[src/sv/encoder_pulse_rate_averager_macros.svh]
// ----------------------------------------------------------------------------
// Assertion macros for the encoder pulse rate averager.
// Every macro samples on clk and is disabled while rst_n is low.
// ----------------------------------------------------------------------------
`ifndef ENCODER_PULSE_RATE_AVERAGER_MACROS_SVH
`define ENCODER_PULSE_RATE_AVERAGER_MACROS_SVH

// A condition that must hold at every clock edge out of reset.
`define EPRA_ALWAYS(label, cond, msg) \
  label: assert property (@(posedge clk) disable iff (!rst_n) (cond)) else $error(msg);

// An implication checked in the same cycle.
`define EPRA_IMPLIES(label, ante, cons, msg) \
  label: assert property (@(posedge clk) disable iff (!rst_n) (ante) |-> (cons)) \
    else $error(msg);

// An implication checked in the next cycle.
`define EPRA_NEXT(label, ante, cons, msg) \
  label: assert property (@(posedge clk) disable iff (!rst_n) (ante) |=> (cons)) \
    else $error(msg);

`endif

[src/sv/epra_pkg.sv]
// ----------------------------------------------------------------------------
// epra_pkg
// Types and constants shared by the encoder pulse rate averager modules.
// ----------------------------------------------------------------------------
`default_nettype none

package epra_pkg;

  // Default number of intervals in the averaging window.
  localparam int WINDOW_DEF = 10;

  // Width of one stored interval (the low 31 bits of a non-negative 32-bit difference).
  localparam int INTERVAL_W = 31;

  // Reset value of the pulses-per-revolution register.
  localparam logic [7:0] PPR_RESET = 8'd15;

  // 1e6 microseconds per second times 2^16 for the Q16.16 result.
  localparam logic [63:0] RATE_SCALE = 64'd65536000000;

  // Saturated speed.
  localparam logic [31:0] SPEED_MAX = 32'hFFFF_FFFF;

  // Request kinds.
  localparam logic MODE_EDGE    = 1'b0;
  localparam logic MODE_TIMEOUT = 1'b1;

  // One input request.
  typedef struct packed {
    logic        mode;
    logic [31:0] edge_time_us;
  } in_t;

  // One result.
  typedef struct packed {
    logic [31:0] revs_per_sec_q16;
    logic [3:0]  samples_held;
    logic        saturated;
  } out_t;

endpackage

`default_nettype wire

[src/sv/epra_ram.sv]
// ----------------------------------------------------------------------------
// epra_ram
// Generic single-write, single-read RAM with a registered read port.
// ----------------------------------------------------------------------------
`default_nettype none

module epra_ram #(
  parameter int WIDTH = 8,
  parameter int DEPTH = 16,
  parameter int AW    = (DEPTH > 1) ? $clog2(DEPTH) : 1
) (
  input  wire logic             clk,
  input  wire logic             we,
  input  wire logic [AW-1:0]    waddr,
  input  wire logic [WIDTH-1:0] wdata,
  input  wire logic             re,
  input  wire logic [AW-1:0]    raddr,
  output logic      [WIDTH-1:0] rdata
);

  logic [WIDTH-1:0] mem_r [DEPTH];

  // Write port and registered read port.
  always_ff @(posedge clk) begin
    if (we) begin
      mem_r[waddr] <= wdata;
    end
    if (re) begin
      rdata <= mem_r[raddr];
    end
  end

endmodule

`default_nettype wire

[src/sv/epra_front.sv]
// ----------------------------------------------------------------------------
// epra_front
// Accepts requests, keeps the interval window and the running sum, and hands
// the window count and sum of every request to the queue.
// ----------------------------------------------------------------------------
`default_nettype none

`include "encoder_pulse_rate_averager_macros.svh"

module epra_front #(
  parameter int WINDOW = 10,
  parameter int CNT_W  = 4,
  parameter int SUM_W  = 35
) (
  input  wire logic              clk,
  input  wire logic              rst_n,
  input  wire logic              push,
  input  wire epra_pkg::in_t     in_data,
  output logic                   full,
  input  wire logic              job_full,
  output logic                   job_push,
  output logic       [CNT_W-1:0] job_held,
  output logic       [SUM_W-1:0] job_sum
);

  import epra_pkg::*;

  localparam int SLOT_W = (WINDOW > 1) ? $clog2(WINDOW) : 1;

  typedef enum logic {
    S_IDLE,
    S_UPD
  } state_t;

  state_t             state_r, state_nxt;
  in_t                item_r;
  logic [SLOT_W-1:0]  slot_r, slot_nxt;
  logic [CNT_W-1:0]   held_r, held_nxt;
  logic [SUM_W-1:0]   sum_r, sum_nxt;
  logic [31:0]        last_r, last_nxt;
  logic               accept;
  logic [31:0]        diff;
  logic               ring_we;
  logic [INTERVAL_W-1:0] oldest;

  // A request is taken only when idle and the queue has room for its job.
  assign full   = (state_r != S_IDLE) || job_full;
  assign accept = push && !full;
  assign diff   = item_r.edge_time_us - last_r;

  // Interval ring; the oldest entry is read at the slot about to be written.
  epra_ram #(
    .WIDTH (INTERVAL_W),
    .DEPTH (WINDOW),
    .AW    (SLOT_W)
  ) u_ring (
    .clk   (clk),
    .we    (ring_we),
    .waddr (slot_r),
    .wdata (diff[INTERVAL_W-1:0]),
    .re    (accept),
    .raddr (slot_r),
    .rdata (oldest)
  );

  // Window update in the cycle after acceptance.
  always_comb begin
    state_nxt = state_r;
    slot_nxt  = slot_r;
    held_nxt  = held_r;
    sum_nxt   = sum_r;
    last_nxt  = last_r;
    ring_we   = 1'b0;
    case (state_r)
      S_IDLE: begin
        if (accept) begin
          state_nxt = S_UPD;
        end
      end
      S_UPD: begin
        state_nxt = S_IDLE;
        if (item_r.mode == MODE_TIMEOUT) begin
          slot_nxt = '0;
          held_nxt = '0;
          sum_nxt  = '0;
        end else if (!diff[31]) begin
          ring_we  = 1'b1;
          last_nxt = item_r.edge_time_us;
          if (held_r == CNT_W'(WINDOW)) begin
            sum_nxt = sum_r - SUM_W'(oldest) + SUM_W'(diff[INTERVAL_W-1:0]);
          end else begin
            held_nxt = held_r + 1'b1;
            sum_nxt  = sum_r + SUM_W'(diff[INTERVAL_W-1:0]);
          end
          slot_nxt = (slot_r == SLOT_W'(WINDOW - 1)) ? '0 : slot_r + 1'b1;
        end
      end
      default: begin
        state_nxt = S_IDLE;
      end
    endcase
  end

  // The job carries the window as it stands after this request.
  assign job_push = (state_r == S_UPD);
  assign job_held = held_nxt;
  assign job_sum  = sum_nxt;

  // State and window registers.
  always_ff @(posedge clk) begin
    if (!rst_n) begin
      state_r <= S_IDLE;
      slot_r  <= '0;
      held_r  <= '0;
      sum_r   <= '0;
      last_r  <= '0;
    end else begin
      state_r <= state_nxt;
      slot_r  <= slot_nxt;
      held_r  <= held_nxt;
      sum_r   <= sum_nxt;
      last_r  <= last_nxt;
    end
  end

  // Request register.
  always_ff @(posedge clk) begin
    if (accept) begin
      item_r <= in_data;
    end
  end

  `EPRA_ALWAYS(a_held_bound, held_r <= CNT_W'(WINDOW), "window count above its size")
  `EPRA_ALWAYS(a_slot_bound, slot_r <= SLOT_W'(WINDOW - 1), "write slot out of range")
  `EPRA_IMPLIES(a_empty_sum, held_r == '0, sum_r == '0, "empty window with nonzero sum")

endmodule

`default_nettype wire

[src/sv/epra_queue.sv]
// ----------------------------------------------------------------------------
// epra_queue
// Two-entry job queue between the window front end and the divider.
// ----------------------------------------------------------------------------
`default_nettype none

`include "encoder_pulse_rate_averager_macros.svh"

module epra_queue #(
  parameter int WIDTH = 39
) (
  input  wire logic             clk,
  input  wire logic             rst_n,
  input  wire logic             push,
  input  wire logic [WIDTH-1:0] wdata,
  output logic                  full,
  input  wire logic             pop,
  output logic      [WIDTH-1:0] rdata,
  output logic                  empty
);

  logic [WIDTH-1:0] entry_r [2];
  logic             wr_ptr_r;
  logic             rd_ptr_r;
  logic [1:0]       count_r;
  logic             do_push;
  logic             do_pop;

  assign full    = (count_r == 2'd2);
  assign empty   = (count_r == 2'd0);
  assign do_push = push && !full;
  assign do_pop  = pop && !empty;
  assign rdata   = entry_r[rd_ptr_r];

  // Pointers and fill count.
  always_ff @(posedge clk) begin
    if (!rst_n) begin
      wr_ptr_r <= 1'b0;
      rd_ptr_r <= 1'b0;
      count_r  <= 2'd0;
    end else begin
      if (do_push) begin
        wr_ptr_r <= !wr_ptr_r;
      end
      if (do_pop) begin
        rd_ptr_r <= !rd_ptr_r;
      end
      count_r <= count_r + {1'b0, do_push} - {1'b0, do_pop};
    end
  end

  // Entry storage.
  always_ff @(posedge clk) begin
    if (do_push) begin
      entry_r[wr_ptr_r] <= wdata;
    end
  end

  `EPRA_IMPLIES(a_no_lost_job, push, !full, "job pushed into a full queue")
  `EPRA_ALWAYS(a_count_bound, count_r != 2'd3, "queue count out of range")
  `EPRA_IMPLIES(a_ptr_match, empty || full, wr_ptr_r == rd_ptr_r, "queue pointers disagree")

endmodule

`default_nettype wire

[src/sv/epra_back.sv]
// ----------------------------------------------------------------------------
// epra_back
// Takes one job at a time, forms the scaled count and the denominator, runs a
// restoring divide one quotient bit per cycle and holds the result.
// ----------------------------------------------------------------------------
`default_nettype none

`include "encoder_pulse_rate_averager_macros.svh"

module epra_back #(
  parameter int WINDOW = 10,
  parameter int CNT_W  = 4,
  parameter int SUM_W  = 35
) (
  input  wire logic              clk,
  input  wire logic              rst_n,
  input  wire logic              job_empty,
  input  wire logic  [CNT_W-1:0] job_held,
  input  wire logic  [SUM_W-1:0] job_sum,
  output logic                   job_pop,
  input  wire logic        [7:0] ppr,
  output epra_pkg::out_t         out_data,
  output logic                   empty,
  input  wire logic              pop
);

  import epra_pkg::*;

  localparam logic [63:0] NUM_MAX = RATE_SCALE * WINDOW;
  localparam int NUM_W   = $clog2(NUM_MAX + 64'd1);
  localparam int DEN_W   = SUM_W + 8;
  localparam int STEP_W  = $clog2(NUM_W + 1);

  typedef enum logic [1:0] {
    S_IDLE,
    S_MUL,
    S_DIV,
    S_DONE
  } state_t;

  state_t            state_r, state_nxt;
  logic [CNT_W-1:0]  held_r, held_nxt;
  logic [SUM_W-1:0]  sum_r, sum_nxt;
  logic [DEN_W-1:0]  den_r, den_nxt;
  logic [DEN_W:0]    rem_r, rem_nxt;
  logic [NUM_W-1:0]  quo_r, quo_nxt;
  logic [STEP_W-1:0] step_r, step_nxt;
  out_t              out_r, out_nxt;
  logic              valid_r, valid_nxt;
  logic [DEN_W:0]    rem_sh;
  logic [DEN_W:0]    rem_sub;
  logic              rem_ge;
  logic              skip_div;
  logic              load_out;

  // One restoring divide step.
  assign rem_sh   = {rem_r[DEN_W-1:0], quo_r[NUM_W-1]};
  assign rem_ge   = (rem_sh >= {1'b0, den_r});
  assign rem_sub  = rem_sh - {1'b0, den_r};
  assign skip_div = (held_r == '0) || (den_r == '0);
  assign load_out = !valid_r || pop;

  assign job_pop  = (state_r == S_IDLE) && !job_empty;
  assign out_data = out_r;
  assign empty    = !valid_r;

  // Sequencer.
  always_comb begin
    state_nxt = state_r;
    held_nxt  = held_r;
    sum_nxt   = sum_r;
    den_nxt   = den_r;
    rem_nxt   = rem_r;
    quo_nxt   = quo_r;
    step_nxt  = step_r;
    out_nxt   = out_r;
    valid_nxt = valid_r && !pop;
    case (state_r)
      S_IDLE: begin
        if (!job_empty) begin
          held_nxt  = job_held;
          sum_nxt   = job_sum;
          state_nxt = S_MUL;
        end
      end
      S_MUL: begin
        den_nxt   = DEN_W'(sum_r) * DEN_W'(ppr);
        quo_nxt   = NUM_W'(RATE_SCALE * 64'(held_r));
        rem_nxt   = '0;
        step_nxt  = STEP_W'(NUM_W);
        state_nxt = S_DIV;
      end
      S_DIV: begin
        if (skip_div || step_r == '0) begin
          state_nxt = S_DONE;
        end else begin
          rem_nxt  = rem_ge ? rem_sub : rem_sh;
          quo_nxt  = {quo_r[NUM_W-2:0], rem_ge};
          step_nxt = step_r - 1'b1;
        end
      end
      S_DONE: begin
        if (load_out) begin
          valid_nxt = 1'b1;
          out_nxt.samples_held = 4'(held_r);
          if (held_r == '0) begin
            out_nxt.revs_per_sec_q16 = '0;
            out_nxt.saturated        = 1'b0;
          end else if (den_r == '0 || quo_r[NUM_W-1:32] != '0) begin
            out_nxt.revs_per_sec_q16 = SPEED_MAX;
            out_nxt.saturated        = 1'b1;
          end else begin
            out_nxt.revs_per_sec_q16 = quo_r[31:0];
            out_nxt.saturated        = 1'b0;
          end
          state_nxt = S_IDLE;
        end
      end
      default: begin
        state_nxt = S_IDLE;
      end
    endcase
  end

  // State, datapath and result registers.
  always_ff @(posedge clk) begin
    if (!rst_n) begin
      state_r <= S_IDLE;
      valid_r <= 1'b0;
    end else begin
      state_r <= state_nxt;
      valid_r <= valid_nxt;
    end
    held_r <= held_nxt;
    sum_r  <= sum_nxt;
    den_r  <= den_nxt;
    rem_r  <= rem_nxt;
    quo_r  <= quo_nxt;
    step_r <= step_nxt;
    out_r  <= out_nxt;
  end

  `EPRA_IMPLIES(a_rem_below_den, state_r == S_DIV && !skip_div,
                rem_r < {1'b0, den_r}, "divide remainder not below divisor")
  `EPRA_NEXT(a_result_held, valid_r && !pop, valid_r && $stable(out_r),
             "waiting result changed before it was taken")

endmodule

`default_nettype wire

[src/sv/encoder_pulse_rate_averager.sv]
// ----------------------------------------------------------------------------
// encoder_pulse_rate_averager
// Moving-average period tachometer: speed in Q16.16 revolutions per second.
// ----------------------------------------------------------------------------
// Requests enter through push/full: each is an encoder edge with its
// microsecond timestamp, or a timeout that empties the averaging window.
// Every request yields exactly one result, read through empty/pop in order:
// speed, number of intervals in the window, and a saturation flag.
// The front end takes a request and updates the window in the next cycle
// (one read of the interval ring RAM), and takes no new request until that
// update is done. The back end divides one quotient bit per cycle and takes
// one job at a time, so its divide sets the sustained rate.
// A two-entry queue sits between the two halves and the result register
// lets the next request be divided while a result waits to be popped.
// When the receiver stalls, the back end holds its finished result, the
// queue fills and full rises; nothing is lost.
// Reset clears the window, last edge time, job queue and result register and
// loads the pulses-per-revolution register with 15. cfg_we writes that
// register. Use it only while the block is idle; the block does not check.
// ----------------------------------------------------------------------------
`default_nettype none

module encoder_pulse_rate_averager #(
  parameter int WINDOW = epra_pkg::WINDOW_DEF
) (
  input  wire logic           clk,
  input  wire logic           rst_n,
  input  wire logic           push,
  input  wire epra_pkg::in_t  in_data,
  output logic                full,
  output logic                empty,
  input  wire logic           pop,
  output epra_pkg::out_t      out_data,
  input  wire logic           cfg_we,
  input  wire logic     [7:0] cfg_wdata
);

  import epra_pkg::*;

  localparam int CNT_W = $clog2(WINDOW + 1);
  localparam int SUM_W = INTERVAL_W + ((WINDOW > 1) ? $clog2(WINDOW) : 0);
  localparam int JOB_W = CNT_W + SUM_W;

  logic [7:0]       ppr_r;
  logic             job_push;
  logic             job_full;
  logic             job_pop;
  logic             job_empty;
  logic [CNT_W-1:0] fe_held;
  logic [SUM_W-1:0] fe_sum;
  logic [JOB_W-1:0] job_rdata;

  // Pulses-per-revolution register.
  always_ff @(posedge clk) begin
    if (!rst_n) begin
      ppr_r <= PPR_RESET;
    end else if (cfg_we) begin
      ppr_r <= cfg_wdata;
    end
  end

  // Window front end.
  epra_front #(
    .WINDOW (WINDOW),
    .CNT_W  (CNT_W),
    .SUM_W  (SUM_W)
  ) u_front (
    .clk      (clk),
    .rst_n    (rst_n),
    .push     (push),
    .in_data  (in_data),
    .full     (full),
    .job_full (job_full),
    .job_push (job_push),
    .job_held (fe_held),
    .job_sum  (fe_sum)
  );

  // Job queue.
  epra_queue #(
    .WIDTH (JOB_W)
  ) u_queue (
    .clk   (clk),
    .rst_n (rst_n),
    .push  (job_push),
    .wdata ({fe_held, fe_sum}),
    .full  (job_full),
    .pop   (job_pop),
    .rdata (job_rdata),
    .empty (job_empty)
  );

  // Divider back end.
  epra_back #(
    .WINDOW (WINDOW),
    .CNT_W  (CNT_W),
    .SUM_W  (SUM_W)
  ) u_back (
    .clk       (clk),
    .rst_n     (rst_n),
    .job_empty (job_empty),
    .job_held  (job_rdata[JOB_W-1:SUM_W]),
    .job_sum   (job_rdata[SUM_W-1:0]),
    .job_pop   (job_pop),
    .ppr       (ppr_r),
    .out_data  (out_data),
    .empty     (empty),
    .pop       (pop)
  );

endmodule

`default_nettype wire
[config.mk]
export PLATFORM = sky130hd
export DESIGN_NAME = encoder_pulse_rate_averager
export DESIGN_NICKNAME = d
export VERILOG_FILES = /design/src/sv/epra_pkg.sv /design/src/sv/epra_ram.sv /design/src/sv/epra_front.sv /design/src/sv/epra_queue.sv /design/src/sv/epra_back.sv /design/src/sv/encoder_pulse_rate_averager.sv
export VERILOG_INCLUDE_DIRS = /design/src /design/src/sv
export SDC_FILE = /design/constraint.sdc
export NUM_CORES = 2
export LEC_CHECK = 0
export BUFFER_PORTS_ARGS = -buffer_cell sky130_fd_sc_hd__buf_4
export CAP_MARGIN = 30
export CORE_MARGIN = 5
export CORE_UTILIZATION = 60
export CTS_BUF_LIST = sky130_fd_sc_hd__clkbuf_2 sky130_fd_sc_hd__clkbuf_4 sky130_fd_sc_hd__clkbuf_8
export DETAILED_ROUTE_END_ITERATION = 10
export PLACE_DENSITY_LB_ADDON = 0.08
export SLEW_MARGIN = 20
export SYNTH_ARGS = -nofsm -noshare
export SYNTH_HDL_FRONTEND = slang
export SYNTH_SLANG_ARGS = --single-unit
[constraint.sdc]
create_clock -name clk -period 6.6 [get_ports clk]
set_input_delay 1.65 -clock clk [delete_from_list [all_inputs] [get_ports clk]]
set_output_delay 1.65 -clock clk [all_outputs]
set_load 0.01 [all_outputs]
* Yosys cells after proc, flatten, opt, wreduce, memory -nomap -nowiden
Memory sizes are Yosys's and may differ from the RTL's. A register that Yosys moved wholly into a read port is not among the register bits.
Cells that the tools add are included.
** Word-level totals
- Register bits :: 293
- RAM bits :: 388
- Memories kept :: 2
- Word-level logic and storage cells :: 115
** Operators by class
- Add/subtract/negate cells :: 10
- Multiply operators :: 2
- $lt $le $gt $ge :: 1
- Bitwise gates (word level) :: 4
- Muxes and demuxes :: 35
- Reductions and logical operators :: 30
- Eq/ne operators :: 11
** Memory list
- u_front.u_ring.mem_r :: depth 10, bits a word 31, rd ports 1, clocked after Yosys merged registers in 1, write ports 1, RTL line epra_ram.sv:21 : logic [WIDTH-1:0] mem_r [DEPTH];
- u_queue.entry_r :: depth 2, bits a word 39, rd ports 1, clocked after Yosys merged registers in 1, write ports 1, RTL line epra_queue.sv:22 : logic [WIDTH-1:0] entry_r [2];
** Operators by type and width (count)
- $mux 35 :: 4
- $mux 43 :: 2
- $pmux 43 s2 :: 1
- $pmux 40 s2 :: 1
- $add 35x31->35 :: 2
- $ge 44x43->1 :: 1
- $logic_not 43->1 :: 1
- $mul 35x8->43 :: 1
- $sub 43x43->43 :: 1
- $mux 40 :: 1
- $sub 35x31->35 :: 1
- $mux 32 :: 1
- $sub 32x32->32 :: 1
- $mux 4 :: 7
- $mul 14x4->18 const A :: 1
- $pmux 6 s2 :: 1
- $mux 1 :: 11
- $add 4x1->4 const B :: 2
- $eq 4x4->1 const B :: 2
- $pmux 2 s4 :: 1
- $reduce_and 2->1 :: 4
- $reduce_bool 8->1 :: 1
- $logic_not 1->1 :: 7
- $eq 2x2->1 const B :: 3
- 17 further kinds :: 35

* Longest topological paths before layout
- Depth in word-level cells :: 6
- Mapped depth :: 25
- Depth with buffers taken out :: 24

* Modules after synthesis
A second synthesis with hierarchy kept.
** Second synthesis, totals
- Cells, all modules :: 4228
- Area total of the unflattened synthesis :: 47197.8 um^2
** Modules (own cells, without submodules)
- epra_back :: cells each 2013, seq. area each 6306.0 um^2, area each 19902.8 um^2, instances 1
- epra_ram :: cells each 676, seq. area each 10239.8 um^2, area each 13080.0 um^2, instances 1
- epra_front :: cells each 1366, seq. area each 2512.4 um^2, area each 10829.1 um^2, instances 1
- epra_queue :: cells each 148, seq. area each 2442.3 um^2, area each 3094.2 um^2, instances 1
- encoder_pulse_rate_averager :: cells each 25, seq. area each 160.2 um^2, area each 291.5 um^2, instances 1

* Worst setup path after synthesis
OpenSTA, ideal clock, no wires.
- Path type :: reg2reg
- Start point :: reg u_front.item_r[16] (netlist name)
- End point :: mem u_front.u_ring.mem_r[8][0] (netlist name) (enable)
- Path slack :: 0.390 ns
- Cell stages (with the launch flop) :: 13
- Data arrival time :: 5.713 ns
- Required time :: 6.103 ns
- Path through :: edfxtp_1 ha_1 a211oi_2 o21bai_1 a21o_1 a211oi_2 a31oi_1 or4_1 buf_2 and2_1 buf_6 clkbuf_1 nor4_1
** Between the ends
- Word-level cells in the longest chain between the ends :: 6
** Ends and longest elaborated chain
- start: declaration :: RTL line epra_front.sv:36 : in_t item_r;
- start signal: assignment :: RTL line epra_front.sv:129 : item_r <= in_data;
- $sub 32x32->32 :: RTL line epra_front.sv:49 : assign diff = item_r.edge_time_us - last_r;
- $mux 1 :: RTL line epra_front.sv:86 : end else if (!diff[31]) begin
- $mux 1 :: RTL line epra_front.sv:82 : if (item_r.mode == MODE_TIMEOUT) begin
- $mux 1 :: RTL line epra_front.sv:74 : case (state_r)
- $mux 1 :: RTL line epra_ram.sv:25 : if (we) begin
- $mux 1 (not written as such) :: RTL line epra_ram.sv:26 : mem_r[waddr] <= wdata;
- end: declaration :: RTL line epra_ram.sv:21
Every way passes these cells.

* Worst setup path after layout
- Start point :: reg u_front.item_r[0] (netlist name)
- End point :: mem u_queue.entry_r[1][30], data pin
** Between the ends
- Word-level cells in the longest chain between the ends :: 6
- Elaborated cells on any way between the ends :: 7
** Ends and longest elaborated chain
- $sub 32x32->32 * :: RTL line epra_front.sv:49
- net u_front.diff[18] :: RTL line epra_front.sv:42 : logic [31:0] diff;
- $add 35x31->35, on equally long branches :: RTL line epra_front.sv:93, epra_front.sv:90
- $mux 35 * :: RTL line epra_front.sv:89 : if (held_r == CNT_W'(WINDOW)) begin
- $mux 35 * :: RTL line epra_front.sv:86
- $mux 35 * :: RTL line epra_front.sv:82
- $mux 35 * :: RTL line epra_front.sv:74
- net fe_sum[30] :: RTL line encoder_pulse_rate_averager.sv:50 : logic [SUM_W-1:0] fe_sum;
- end: declaration :: RTL line epra_queue.sv:22
The timed path passes the listed nets; every way through them passes the cells marked *.

==> run summary <==
Routing
• average vias per placed instance: 5.97
• Pre-antenna DRT Iters: 5
• met1 wire length: 47.4 mm
• number of design rule violations left after detail routing: 0
• Avg WL per Cell: 21.2 um
• met2 routed wirelength: 53.7 mm
• total routed wirelength: 110 mm
• Detail Route Antenna Nets: 0
• DRT iter0 DRCs: 2338
• routed vias: 31.2k
• top layer in use: met4
• detailed route wirelength on metal3: 6.16 mm

Critical path
• critical path data required time: 7.11 ns
• startpoint kind of the worst setup timing path: flip-flop
• worst setup path class: flip-flop to flip-flop
• data arrival time of the critical path: 6.74 ns
• capturing element type of the critical path: flip-flop
• maximum fanout along the worst path: 6

Place
• gp weighted congestion: 0.920
• # port buffers: 84
• total placed instance area: 47700 um^2
• placed wire-length estimate: 78.9 mm
• count of placed standard cells including taps: 4992

STA
• Setup violations, final: 0
• final cycle utilization of the critical path: 0.943
• Period minus WS final: 6.22 ns
• Post-Route Skew: 0.0674 ns
• Worst Max-Slew Pin Slew: 0.929 ns
• number of endpoints with negative hold slack in the final report: 0
• Final Slew Violations: 0
• maximum clock frequency: 161 MHz
• worst-case headroom to the max-slew limit: 0.373

Floorplan
• initial core utilization: 0.603
• x dimension of the die: 286 um
• die height: 286 um
• die area: 81700 um^2
• row count: 101
• Top-Level Pins: 85
• standard cell core area: 75700 um^2

CTS
• clock tree root buffer cell: sky130_fd_sc_hd__clkbuf_8
• hold-fix buffer count after cts: 0
• insertion delay of the later-clocked pin in the worst-skew pair: 0.77 ns
• clock buffers created by TritonCTS: 119
• CTS clock-pin slew for the worst setup and hold paths: 0.07 ns
• number of gates given a new drive strength after cts: 0
• post-CTS setup buffers: 0
• TritonCTS clock tree: built
• CTS max path bufs: 3
• clock net sink count: 751
• H-tree lvl count: 3

Final layout
• Design Area, Final: 50500 um^2
• number of non-filler instances in the completed layout: 5220
• total number of nets in the final design: 4656
• layout cells sized above 1: 0.128
• Area Overhead vs Synth: 10.6%
• core occupancy in the finished layout: 0.667
• total of fill cells in the finished design: 5797

Synthesis
• number of unique standard cell types used by synthesis: 75
• number of enable flip-flop cells after synthesis: 660
• top_reg_cell synth: sky130_fd_sc_hd__edfxtp_1
• sequential area share after synthesis: 0.474
• most frequent cell after synthesis: sky130_fd_sc_hd__edfxtp_1
• Yosys top cell by area: sky130_fd_sc_hd__edfxtp_1
• Post-Synthesis Cell Area: 45700 um^2
• count of synthesis-stage warnings from yosys: 0
• number of standard cells after synthesis: 4011
• Mapped Avg Cell Area: 11.4 um^2
• total of flip-flops plus latches after synthesis: 751
• number of nets in the synthesized netlist: 4528
• most numerous cell types in the synthesized netlist: sky130_fd_sc_hd__edfxtp_1 (660), sky130_fd_sc_hd__nand2_1 (486), sky130_fd_sc_hd__inv_1 (354)
• share of async-settable or async-resettable flops after synthesis: 0
• Area contributors post-synth: sky130_fd_sc_hd__edfxtp_1 (43%), sky130_fd_sc_hd__fa_1 (10%), sky130_fd_sc_hd__ha_1 (6.4%)
• share of the synthesized area in the top cell type: 0.434

Status
• run status: finished clean

Global routing
• GRT Resource Usage Total: 0.270
• largest net degree at the start of global routing: 104
• via count of the first global-routing pass: 31.3k
• final global-route overflow total: 0
• antenna violations before repair: 2
• global-route wire length before repair: 175 mm

Run
• number of max-cap violations: 0

Min path
• Hold WC Path Type: flip-flop to flip-flop

[per-layer routing]
layer / track usage / vias to the layer above
li1: - / 14600
met1: 0.372 / 15400
met2: 0.455 / 948
met3: 0.0386 / 199
met4: 0.0762 / 0
met5: 0 / -
[kinds of logic after synthesis]
family,count (synthesis),share of synthesized area
mux,170,0.0556
flops,751,0.474
buf+inv,522,0.0434
simple gates,1155,0.119
compound gates,797,0.112
xor+xnor,145,0.0278
fa+ha+maj,471,0.168
[through the flow]
stage / hold WS, ns / setup slack (ns) / TNS (ns)
2_1_floorplan: 0.436 / 0.390 / 0
3_3_place_gp: 0.442 / 0.263 / 0
3_5_place_dp: 0.447 / 0.255 / 0
4_1_cts: 0.455 / 0.243 / 0
5_1_grt: 0.473 / -0.0172 / -0.0499
6_report: 0.454 / 0.376 / 0
[worst max-delay path: stages, from the launching register on]
cell,delay [ns]
sky130_fd_sc_hd__edfxtp_1,0.39
sky130_fd_sc_hd__inv_1,0.07
sky130_fd_sc_hd__ha_1,0.15
sky130_fd_sc_hd__inv_1,0.05
sky130_fd_sc_hd__fa_1,0.41
sky130_fd_sc_hd__a211o_1,0.36
sky130_fd_sc_hd__a211oi_2,0.30
sky130_fd_sc_hd__or4_4,0.23
sky130_fd_sc_hd__nand2_1,0.05
sky130_fd_sc_hd__o31a_1,0.30
sky130_fd_sc_hd__o21ai_0,0.15
sky130_fd_sc_hd__nand2b_1,0.07
sky130_fd_sc_hd__a21oi_1,0.17
sky130_fd_sc_hd__xnor2_1,0.21
sky130_fd_sc_hd__fa_1,0.48
sky130_fd_sc_hd__ha_1,0.28
sky130_fd_sc_hd__a2111oi_0,0.34
sky130_fd_sc_hd__o21ai_0,0.16
sky130_fd_sc_hd__a221o_1,0.34
sky130_fd_sc_hd__and3_1,0.20
sky130_fd_sc_hd__a211o_1,0.35
sky130_fd_sc_hd__a311oi_2,0.31
sky130_fd_sc_hd__nor4_1,0.09
sky130_fd_sc_hd__a211o_1,0.27
sky130_fd_sc_hd__a22o_1,0.22
[path summary, 6_finish.rpt]
| path | from | end | slack [ns] | cells after the start |
|---|---|---|---|---|
| worst max-delay path | u_front.item_r[0] | u_queue.entry_r[1][30] | 0.38 | 24 |
| worst min-delay path | u_front.last_r[7] | u_front.last_r[7] | 0.45 | 2 |
| worst max register to register | u_front.item_r[0] | u_queue.entry_r[1][30] | 0.38 | 24 |
| worst min register to register | u_front.last_r[7] | u_front.last_r[7] | 0.45 | 2 |
[cell type report]
cell class,count,area [um^2],share of cell area
Tap cell,978,1220,0.0242
Inverter,356,1340,0.0264
Timing Repair Buffer,173,1410,0.0278
Clock buffer,174,2150,0.0426
Antenna cell,1,2.50,0.0000495
Multi-Input combinational cell,2738,22200,0.440
Sequential cell,751,21600,0.429
Clock inverter,49,546,0.0108
[registers in the layout (all words and copies together) (netlist names), 8 cells and up]
| register | cells |
|---|---|
| u_front.last_r | 32 |
| u_front.sum_r | 35 |
| u_back.den_r | 43 |
| u_back.sum_r | 35 |
| u_back.out_data | 37 |
| u_back.rem_r | 43 |
| u_front.item_r | 33 |
| ppr_r | 8 |
| u_back.quo_r | 40 |
| u_queue.entry_r | 78 |
| u_front.u_ring.mem_r | 310 |
| u_front.u_ring.rdata | 31 |
[cell usage in the layout (no fill, tap or decap), types with 128 or more instances in the layout]
cell type,instances
sky130_fd_sc_hd__clkbuf_8,135
sky130_fd_sc_hd__ha_1,232
sky130_fd_sc_hd__a21oi_1,259
sky130_fd_sc_hd__inv_1,354
sky130_fd_sc_hd__fa_1,237
sky130_fd_sc_hd__buf_4,164
sky130_fd_sc_hd__edfxtp_1,660
sky130_fd_sc_hd__o21ai_0,128
sky130_fd_sc_hd__nor2_1,182
sky130_fd_sc_hd__nand2_1,485
sky130_fd_sc_hd__and2_1,190
Power is left out: the tool's default activity adds up to more than one toggle a clock period on the data nets, which glitch-free logic cannot reach.
